==> src/mqsb_pkg.sv <==
`default_nettype none

package mqsb_pkg;

  localparam int NUM_QUEUES_DEF  = 4;
  localparam int QUEUE_DEPTH_DEF = 16;

  localparam int DATA_W = 32;
  localparam int QID_W  = 2;
  localparam int STAT_W = 2;

  // operation codes carried in func
  localparam logic FUNC_ENQ = 1'b0;
  localparam logic FUNC_DEQ = 1'b1;

  // result status codes
  localparam logic [STAT_W-1:0] ST_OK        = 2'd0;
  localparam logic [STAT_W-1:0] ST_OVERFLOW  = 2'd1;
  localparam logic [STAT_W-1:0] ST_UNDERFLOW = 2'd2;

  localparam logic signed [DATA_W-1:0] UNDERFLOW_DATA = -32'sd1;

endpackage

`default_nettype wire

==> src/mqsb_in_if.sv <==
`default_nettype none

interface mqsb_in_if;
  import mqsb_pkg::*;

  logic                     valid;
  logic                     ready;
  logic                     func;
  logic [QID_W-1:0]         queue_id;
  logic signed [DATA_W-1:0] push_value;

  modport source (output valid, func, queue_id, push_value, input ready);
  modport sink   (input valid, func, queue_id, push_value, output ready);
endinterface

`default_nettype wire

==> src/mqsb_out_if.sv <==
`default_nettype none

interface mqsb_out_if;
  import mqsb_pkg::*;

  logic                     valid;
  logic                     ready;
  logic signed [DATA_W-1:0] pop_value;
  logic [STAT_W-1:0]        status;

  modport source (output valid, pop_value, status, input ready);
  modport sink   (input valid, pop_value, status, output ready);
endinterface

`default_nettype wire

==> src/mqsb_ptr_ram.sv <==
`default_nettype none

module mqsb_ptr_ram #(
  parameter int NUM_QUEUES = 4,
  parameter int QW         = 2,
  parameter int PW         = 5
) (
  input  wire logic          clk,
  input  wire logic          rst_n,
  input  wire logic          rd_en,
  input  wire logic [QW-1:0] rd_idx,
  output logic      [PW-1:0] rd_head,
  output logic      [PW-1:0] rd_tail,
  input  wire logic          wr_en,
  input  wire logic [QW-1:0] wr_idx,
  input  wire logic [PW-1:0] wr_head,
  input  wire logic [PW-1:0] wr_tail
);
  import mqsb_pkg::*;

  logic [2*PW-1:0]       mem [NUM_QUEUES];
  logic [NUM_QUEUES-1:0] vld_r;
  logic [2*PW-1:0]       rd_word_r;
  logic                  rd_vld_r;

  // valid bits stand in for the all-zero pointer reset
  always_ff @(posedge clk) begin
    if (!rst_n) begin
      vld_r <= '0;
    end else if (wr_en) begin
      vld_r[wr_idx] <= 1'b1;
    end
  end

  always_ff @(posedge clk) begin
    if (wr_en) begin
      mem[wr_idx] <= {wr_head, wr_tail};
    end
    if (rd_en) begin
      rd_word_r <= mem[rd_idx];
      rd_vld_r  <= vld_r[rd_idx];
    end
  end

  assign rd_head = rd_vld_r ? rd_word_r[2*PW-1:PW] : '0;
  assign rd_tail = rd_vld_r ? rd_word_r[PW-1:0]    : '0;

endmodule

`default_nettype wire

==> src/mqsb_slot_ram.sv <==
`default_nettype none

module mqsb_slot_ram #(
  parameter int SLOTS = 64,
  parameter int AW    = 6
) (
  input  wire logic                            clk,
  input  wire logic                            wr_en,
  input  wire logic [AW-1:0]                   wr_addr,
  input  wire logic signed [mqsb_pkg::DATA_W-1:0] wr_data,
  input  wire logic                            rd_en,
  input  wire logic [AW-1:0]                   rd_addr,
  output logic signed [mqsb_pkg::DATA_W-1:0]      rd_data
);
  import mqsb_pkg::*;

  logic signed [DATA_W-1:0] mem [SLOTS];
  logic signed [DATA_W-1:0] rd_data_r;

  always_ff @(posedge clk) begin
    if (wr_en) begin
      mem[wr_addr] <= wr_data;
    end
    if (rd_en) begin
      rd_data_r <= mem[rd_addr];
    end
  end

  assign rd_data = rd_data_r;

endmodule

`default_nettype wire

==> src/multi_queue_shared_buffer_top.sv <==
// Several linear queues sharing one slot memory; queue q owns the slots
// from q * QUEUE_DEPTH upward. Head and tail pointers live in a small
// pointer memory, the values in the slot memory.
// in_chan: one transaction per operation (func 0 enqueue, 1 dequeue,
// queue_id, push_value). out_chan: exactly one result per operation, in
// order, carrying pop_value and status (ok, overflow, underflow).
// Each operation is worked in steps: it reads its queue's pointers, then
// updates them and accesses the slot memory, then takes the slot read data
// into the output register. That read-modify-write of the pointer entry is
// done before the next operation reads the pointers, so one operation is
// worked on at a time and in_chan takes a new transaction only once the
// previous one has put its result into the output register.
// The output register holds a finished result while out_chan stalls; a new
// operation is still accepted and runs up to the point where its result
// needs the output register, where it waits.
// Reset (rst_n low, synchronous) empties every queue and drops any result
// in flight; slot contents are not cleared and need no clearing pass.
`default_nettype none

module multi_queue_shared_buffer_top #(
  parameter int NUM_QUEUES  = mqsb_pkg::NUM_QUEUES_DEF,
  parameter int QUEUE_DEPTH = mqsb_pkg::QUEUE_DEPTH_DEF
) (
  input  wire logic clk,
  input  wire logic rst_n,
  mqsb_in_if.sink   in_chan,
  mqsb_out_if.source out_chan
);
  import mqsb_pkg::*;

  localparam int SLOTS = NUM_QUEUES * QUEUE_DEPTH;
  localparam int QW    = (NUM_QUEUES > 1) ? $clog2(NUM_QUEUES) : 1;
  localparam int PW    = $clog2(QUEUE_DEPTH + 1);
  localparam int AW    = (SLOTS > 1) ? $clog2(SLOTS) : 1;

  localparam logic [6:0]    NQ_LIM = 7'(NUM_QUEUES);
  localparam logic [PW-1:0] QD_LIM = PW'(QUEUE_DEPTH);

  localparam logic [1:0] S_IDLE = 2'd0;
  localparam logic [1:0] S_PTR  = 2'd1;
  localparam logic [1:0] S_SLOT = 2'd2;

  logic [1:0] state_r, state_nxt;

  logic                     op_func_r;
  logic [QID_W-1:0]         op_qid_r;
  logic signed [DATA_W-1:0] op_value_r;
  logic [STAT_W-1:0]        op_status_r, op_status_nxt;

  logic                     out_valid_r, out_valid_nxt;
  logic signed [DATA_W-1:0] out_data_r, out_data_nxt;
  logic [STAT_W-1:0]        out_status_r, out_status_nxt;

  logic          in_fire, out_free;
  logic [PW-1:0] cur_head, cur_tail;
  logic          q_ok, enq_ok, deq_ok;
  logic [QW-1:0] op_idx;
  logic [AW-1:0] slot_base, slot_addr;
  logic          ptr_wr_en, slot_wr_en, slot_rd_en;
  logic [PW-1:0] new_head, new_tail;
  logic signed [DATA_W-1:0] slot_rd_data;

  assign in_chan.ready = (state_r == S_IDLE);
  assign in_fire       = in_chan.valid && in_chan.ready;
  assign out_free      = !out_valid_r || out_chan.ready;

  assign op_idx    = QW'(op_qid_r);
  assign q_ok      = {5'b0, op_qid_r} < NQ_LIM;
  assign enq_ok    = q_ok && (cur_tail < QD_LIM);
  assign deq_ok    = q_ok && (cur_head < cur_tail);
  assign slot_base = AW'(op_idx) * AW'(QUEUE_DEPTH);

  always_comb begin
    slot_addr = slot_base + AW'(op_func_r == FUNC_DEQ ? cur_head : cur_tail);
  end

  mqsb_ptr_ram #(
    .NUM_QUEUES(NUM_QUEUES),
    .QW        (QW),
    .PW        (PW)
  ) u_ptr_ram (
    .clk    (clk),
    .rst_n  (rst_n),
    .rd_en  (in_fire),
    .rd_idx (QW'(in_chan.queue_id)),
    .rd_head(cur_head),
    .rd_tail(cur_tail),
    .wr_en  (ptr_wr_en),
    .wr_idx (op_idx),
    .wr_head(new_head),
    .wr_tail(new_tail)
  );

  mqsb_slot_ram #(
    .SLOTS(SLOTS),
    .AW   (AW)
  ) u_slot_ram (
    .clk    (clk),
    .wr_en  (slot_wr_en),
    .wr_addr(slot_addr),
    .wr_data(op_value_r),
    .rd_en  (slot_rd_en),
    .rd_addr(slot_addr),
    .rd_data(slot_rd_data)
  );

  // pointer update and slot access in the cycle after the pointer read
  always_comb begin
    ptr_wr_en     = 1'b0;
    slot_wr_en    = 1'b0;
    slot_rd_en    = 1'b0;
    new_head      = cur_head;
    new_tail      = cur_tail;
    op_status_nxt = op_status_r;
    if (state_r == S_PTR) begin
      if (op_func_r == FUNC_ENQ) begin
        if (enq_ok) begin
          ptr_wr_en     = 1'b1;
          slot_wr_en    = 1'b1;
          new_tail      = cur_tail + PW'(1);
          op_status_nxt = ST_OK;
        end else begin
          op_status_nxt = ST_OVERFLOW;
        end
      end else begin
        if (deq_ok) begin
          ptr_wr_en     = 1'b1;
          slot_rd_en    = 1'b1;
          new_head      = cur_head + PW'(1);
          op_status_nxt = ST_OK;
        end else begin
          op_status_nxt = ST_UNDERFLOW;
        end
      end
    end
  end

  always_comb begin
    state_nxt      = state_r;
    out_valid_nxt  = out_valid_r && !out_chan.ready;
    out_data_nxt   = out_data_r;
    out_status_nxt = out_status_r;
    unique case (state_r)
      S_IDLE: begin
        if (in_fire) begin
          state_nxt = S_PTR;
        end
      end
      S_PTR: begin
        state_nxt = S_SLOT;
      end
      S_SLOT: begin
        if (out_free) begin
          state_nxt      = S_IDLE;
          out_valid_nxt  = 1'b1;
          out_status_nxt = op_status_r;
          if (op_func_r == FUNC_ENQ) begin
            out_data_nxt = '0;
          end else if (op_status_r == ST_OK) begin
            out_data_nxt = slot_rd_data;
          end else begin
            out_data_nxt = UNDERFLOW_DATA;
          end
        end
      end
      default: begin
        state_nxt = S_IDLE;
      end
    endcase
  end

  always_ff @(posedge clk) begin
    if (!rst_n) begin
      state_r     <= S_IDLE;
      out_valid_r <= 1'b0;
    end else begin
      state_r     <= state_nxt;
      out_valid_r <= out_valid_nxt;
    end
  end

  always_ff @(posedge clk) begin
    if (in_fire) begin
      op_func_r  <= in_chan.func;
      op_qid_r   <= in_chan.queue_id;
      op_value_r <= in_chan.push_value;
    end
    op_status_r  <= op_status_nxt;
    out_data_r   <= out_data_nxt;
    out_status_r <= out_status_nxt;
  end

  assign out_chan.valid     = out_valid_r;
  assign out_chan.pop_value = out_data_r;
  assign out_chan.status    = out_status_r;

  // underflow always carries the all-ones marker
  a_underflow_data: assert property (@(posedge clk) disable iff (!rst_n)
    (out_valid_r && out_status_r == ST_UNDERFLOW) |-> (out_data_r == UNDERFLOW_DATA))
    else $error("underflow result without -1 data");

  // overflow only comes from an enqueue, whose data is zero
  a_overflow_data: assert property (@(posedge clk) disable iff (!rst_n)
    (out_valid_r && out_status_r == ST_OVERFLOW) |-> (out_data_r == '0))
    else $error("overflow result with nonzero data");

  // slot memory is written only by an enqueue and read only by a dequeue
  a_slot_dir: assert property (@(posedge clk) disable iff (!rst_n)
    (!slot_wr_en || op_func_r == FUNC_ENQ) && (!slot_rd_en || op_func_r == FUNC_DEQ))
    else $error("slot access does not match operation");

  // a finished operation lands in the output register
  a_result_loaded: assert property (@(posedge clk) disable iff (!rst_n)
    (state_r == S_SLOT && out_free) |=> (out_valid_r && state_r == S_IDLE))
    else $error("result not loaded into output register");

endmodule

`default_nettype wire

==> src/flat_wrapper.sv <==
// flat-port wrapper written by rule: the top's interface ports become plain ports
module multi_queue_shared_buffer_top_flat import mqsb_pkg::*;
#(
  parameter int NUM_QUEUES  = mqsb_pkg::NUM_QUEUES_DEF,
  parameter int QUEUE_DEPTH = mqsb_pkg::QUEUE_DEPTH_DEF
)
  (clk, rst_n, in_chan_valid, in_chan_func, in_chan_queue_id, in_chan_push_value, in_chan_ready, out_chan_valid, out_chan_pop_value, out_chan_status, out_chan_ready);
  mqsb_in_if in_chan_i ();
  mqsb_out_if out_chan_i ();
  input  wire logic clk;
  input  wire logic rst_n;
  input wire logic [$bits(in_chan_i.valid)-1:0] in_chan_valid;
  input wire logic [$bits(in_chan_i.func)-1:0] in_chan_func;
  input wire logic [$bits(in_chan_i.queue_id)-1:0] in_chan_queue_id;
  input wire logic [$bits(in_chan_i.push_value)-1:0] in_chan_push_value;
  output wire logic [$bits(in_chan_i.ready)-1:0] in_chan_ready;
  output wire logic [$bits(out_chan_i.valid)-1:0] out_chan_valid;
  output wire logic [$bits(out_chan_i.pop_value)-1:0] out_chan_pop_value;
  output wire logic [$bits(out_chan_i.status)-1:0] out_chan_status;
  input wire logic [$bits(out_chan_i.ready)-1:0] out_chan_ready;
  assign in_chan_i.valid = in_chan_valid;
  assign in_chan_i.func = in_chan_func;
  assign in_chan_i.queue_id = in_chan_queue_id;
  assign in_chan_i.push_value = in_chan_push_value;
  assign in_chan_ready = in_chan_i.ready;
  assign out_chan_valid = out_chan_i.valid;
  assign out_chan_pop_value = out_chan_i.pop_value;
  assign out_chan_status = out_chan_i.status;
  assign out_chan_i.ready = out_chan_ready;
  multi_queue_shared_buffer_top #(.NUM_QUEUES(NUM_QUEUES), .QUEUE_DEPTH(QUEUE_DEPTH)) u_core (.clk(clk), .rst_n(rst_n), .in_chan(in_chan_i), .out_chan(out_chan_i));
endmodule
==> config.mk <==
export PLATFORM = sky130hd
export DESIGN_NAME = multi_queue_shared_buffer_top_flat
export DESIGN_NICKNAME = d
export VERILOG_FILES = /design/src/mqsb_pkg.sv /design/src/mqsb_in_if.sv /design/src/mqsb_out_if.sv /design/src/mqsb_ptr_ram.sv /design/src/mqsb_slot_ram.sv /design/src/multi_queue_shared_buffer_top.sv /design/src/flat_wrapper.sv
export SDC_FILE = /design/constraint.sdc
export NUM_CORES = 2
export LEC_CHECK = 0
export BUFFER_PORTS_ARGS = -buffer_cell sky130_fd_sc_hd__buf_2
export CAP_MARGIN = 20
export CORE_MARGIN = 5
export CORE_UTILIZATION = 53
export DETAILED_ROUTE_END_ITERATION = 10
export PLACE_DENSITY = 0.69
export SYNTH_ARGS = -nofsm -noshare
export SYNTH_HDL_FRONTEND = slang
export SYNTH_SLANG_ARGS = --single-unit
==> constraint.sdc <==
create_clock -name clk -period 12.8 [get_ports clk]
set_input_delay 2.56 -clock clk [delete_from_list [all_inputs] [get_ports clk]]
set_output_delay 2.56 -clock clk [all_outputs]
set_load 0.01 [all_outputs]
==> results.md <==
- Outcome: finished clean
- Reg2Reg Launch Point: u_core.op_func_r
- Drt drc: 0
- Post-Route M1 WL: 89320 um
- Met2 routed WL: 111300 um
- Crit path kind: reg -> reg
- Core box area: 0.1540 mm^2
- XOR/XNOR share of the synthesized area: 0.0008539
- Worst Tran Pin Value: 1204 ps
- Layout area overhead: 12.63%
- Max-cap violations: 0
- Finished Layout Cells: 7092
- Fmax: 162.3 MHz
- Area leader, netlist: edfxtp_1
- Ys flop type: edfxtp_1
- CTS tree: built
- Synth Area in Compound Gates: 0.1115
- Skew final: 41.72 ps
- Final min period: 6163 ps
- Yosys top cell area share: 0.8059
- Area of the multi-input gates: 0.01498 mm^2
- CTS resizes: 0
- Post-synth EDFFs: 2202
- Crit path launch type: flip-flop
- Overflow after GRT: 0
- Post-route setup slack: 6637 ps
- Required @ worst endpoint: 13310 ps
- Fin. max-slew vios: 0
- Routability cong.: 0.8553
- H-tree level count: 4
- Synthesized Nets: 4754
- Post-route antenna net violation count: 0
- Max layer used: met5
- Post-Syn Instances: 4710
- Io pins: 75
- Port buffer count: 74
- DIE HEIGHT: 403.5 um
- First-pass DRT Iterations: 7
- Skew-Pair Late Insertion Delay: 860 ps
- Initial antenna violation count: 6
- Proportion of layout cells with a drive suffix above 1: 0.1320
- Mux cell area share after synthesis: 0.02307
- Placed Cells: 6701
- Vias in the first global route: 47500
- Peak VDD IR: 178.9 uV
- RSZ-0062 raised after global routing: no
- Clock root buffer: clkbuf_16
- Dpl ws: 6735 ps
- Fraction of synthesis flops using an asynchronous set or reset pin: 0
- Clk sinks: 2209
- Post-Synth Simple-Gate Area: 0.03782
- Ys Warns: 0
- Critical Path Source: u_core.op_func_r
- Setup Viol. Count Final: 0
- DRT Wirelength: 250100 um
- Static leakage: 29.22 nW
- Final Power: 14.88 mW
- DIE AREA: 0.1628 mm^2
- Overall Global Routing Usage: 0.3024
- Clock Pin Slew Worst Setup and Hold Paths: 60 ps
- Main combinational cell family by area after synthesis: compound AO/OA/AOI/OAI gates
- First-pass GRT wire length: 350700 um
- Initial drt markers: 9444
- Area share of fa/ha/maj cells after synthesis: 0.0008844
- Hold WC Path Type: reg -> reg
- Met3 wire length: 38870 um
- Sum of negative setup slack: 0 ps
- Mapped Area: 0.08205 mm^2
- Seq/Total Area, Yosys: 0.8076
- HPWL Detailed: 130500 um
- Vias/cell: 6.955
- Final period util: 0.4815
- Post-CTS Hold Fix Bufs: 0
- Min-delay src: u_core.u_ptr_ram.vld_r[3]
- Setup bufs post-CTS: 0
- WP data arrival: 6670 ps
- Vias: 49320
- Max Buffers Root-to-Sink: 3
- Placement Rows: 144
- Pin count of the biggest net entering global routing: 121
- Initial Utilization: 0.5326
- Post-Syn Area per Cell: 17.42 um^2
- Top cells by area, synth: edfxtp_1 81%, a221oi_1 2.6%, a21oi_1 2.3%, nand2_1 2.1%, mux2i_1 1.9%
- FILL cells: 10940
- Nets@finish: 4918
- Register area: 0.06626 mm^2
- WHS: 459.7 ps
- Avg WL per Cell: 35.27 um
- CP max FO: 80
- Final Hold Viols: 0
- Max_slew headroom: 0.1899
- CP endpoint kind: flip-flop
- Distinct cells, synth: 73
- Pwr dens: 161.0 mW/mm^2
- Flops & latches, synth: 2209
- Die width: 403.5 um
- CTS Buf Count: 208
[logic make-up after synthesis]
logic type | count (synthesis)
buf+inv | 320
compound gates | 1266
flops | 2209
fa+ha+maj | 6
xor+xnor | 8
simple gates | 728
mux | 173
[report_power, final]
part / leakage, nW / internal, mW / switching, mW
registers: 19.9 / 8.01 / 0.0184
clock network: 3.18 / 3.26 / 2.66
logic: 6.15 / 0.226 / 0.703
total: 29.2 / 11.5 / 3.38
[cell usage in the layout, fill, tap and decap left out, types with 66 or more instances in the layout]
cell type,synthesis,layout
a21oi_1,379,376
a222oi_1,109,109
buf_2,163,78
a221oi_1,242,242
clkbuf_16,0,208
a22oi_1,121,121
nand2_1,468,466
buf_4,24,167
mux2i_1,152,152
o21ai_0,67,67
edfxtp_1,2202,2202
nand3_1,70,68
nor2_4,1,66
[final cells by class]
class | count | share of cell area
sequential | 2209 | 0.7170
multi-input combinational | 2181 | 0.1621
clock buffer | 253 | 0.05869
tap | 2044 | 0.02767
timing repair buffer | 266 | 0.02265
clock inverter | 127 | 0.01141
inverter | 8 | 0.0003249
antenna | 4 | 0.0001083
[worst max-delay path: stages (launching register included)]
cell and delay (ps):
edfxtp_1 330, buf_4 460, mux2_8 650, nand2_4 360, buf_4 670, buf_4 1010
nand2_1 840, nor2_4 910, buf_4 440
[registers in the layout, indices dropped and copies added (netlist names)]
register and flops:
u_core.op_func_r 1, u_core.op_idx 2, u_core.op_status_r 2, u_core.op_value_r 32, u_core.out_chan.pop_value 32, u_core.out_chan.status 2
u_core.out_chan.valid 1, u_core.state_r 2, u_core.u_ptr_ram.mem 40, u_core.u_ptr_ram.rd_vld_r 1, u_core.u_ptr_ram.rd_word_r 10, u_core.u_ptr_ram.vld_r 4
u_core.u_slot_ram.mem 2048, u_core.u_slot_ram.rd_data 32
[per-stage QoR]
stage	utilization	instance area (um^2)
2_1_floorplan	-	82050
3_3_place_gp	0.5554	85560
3_5_place_dp	0.5575	85890
4_1_cts	0.5996	92360
5_1_grt	0.5999	92410
6_report	0.5999	92420
[synth_stat cells (55+ instances only)]
| master | number |
|---|---|
| nand3_1 | 70 |
| nor2_1 | 93 |
| a22oi_1 | 121 |
| o211ai_1 | 55 |
| nand2_1 | 468 |
| o21ai_0 | 67 |
| a222oi_1 | 109 |
| a21oi_1 | 379 |
| mux2i_1 | 152 |
| buf_2 | 163 |
| a221oi_1 | 242 |
| edfxtp_1 | 2202 |
| clkbuf_1 | 89 |
[routing by layer]
metal | global-route usage | vias up
li1 | - | 19610
met1 | 0.4230 | 24820
met2 | 0.4507 | 4276
met3 | 0.09442 | 619
met4 | 0.1151 | 2
met5 | 0 | -
[worst paths after layout]
check                           cells past startpoint                            to  slack, ps
worst max-delay path                                8  u_core.u_slot_ram.mem[0][24]       6640
worst min-delay path                                1     u_core.u_ptr_ram.vld_r[3]        460
worst max register to register                      8  u_core.u_slot_ram.mem[0][24]       6640
worst min register to register                      1     u_core.u_ptr_ram.vld_r[3]        460
(Power assumes the default switching activity.)
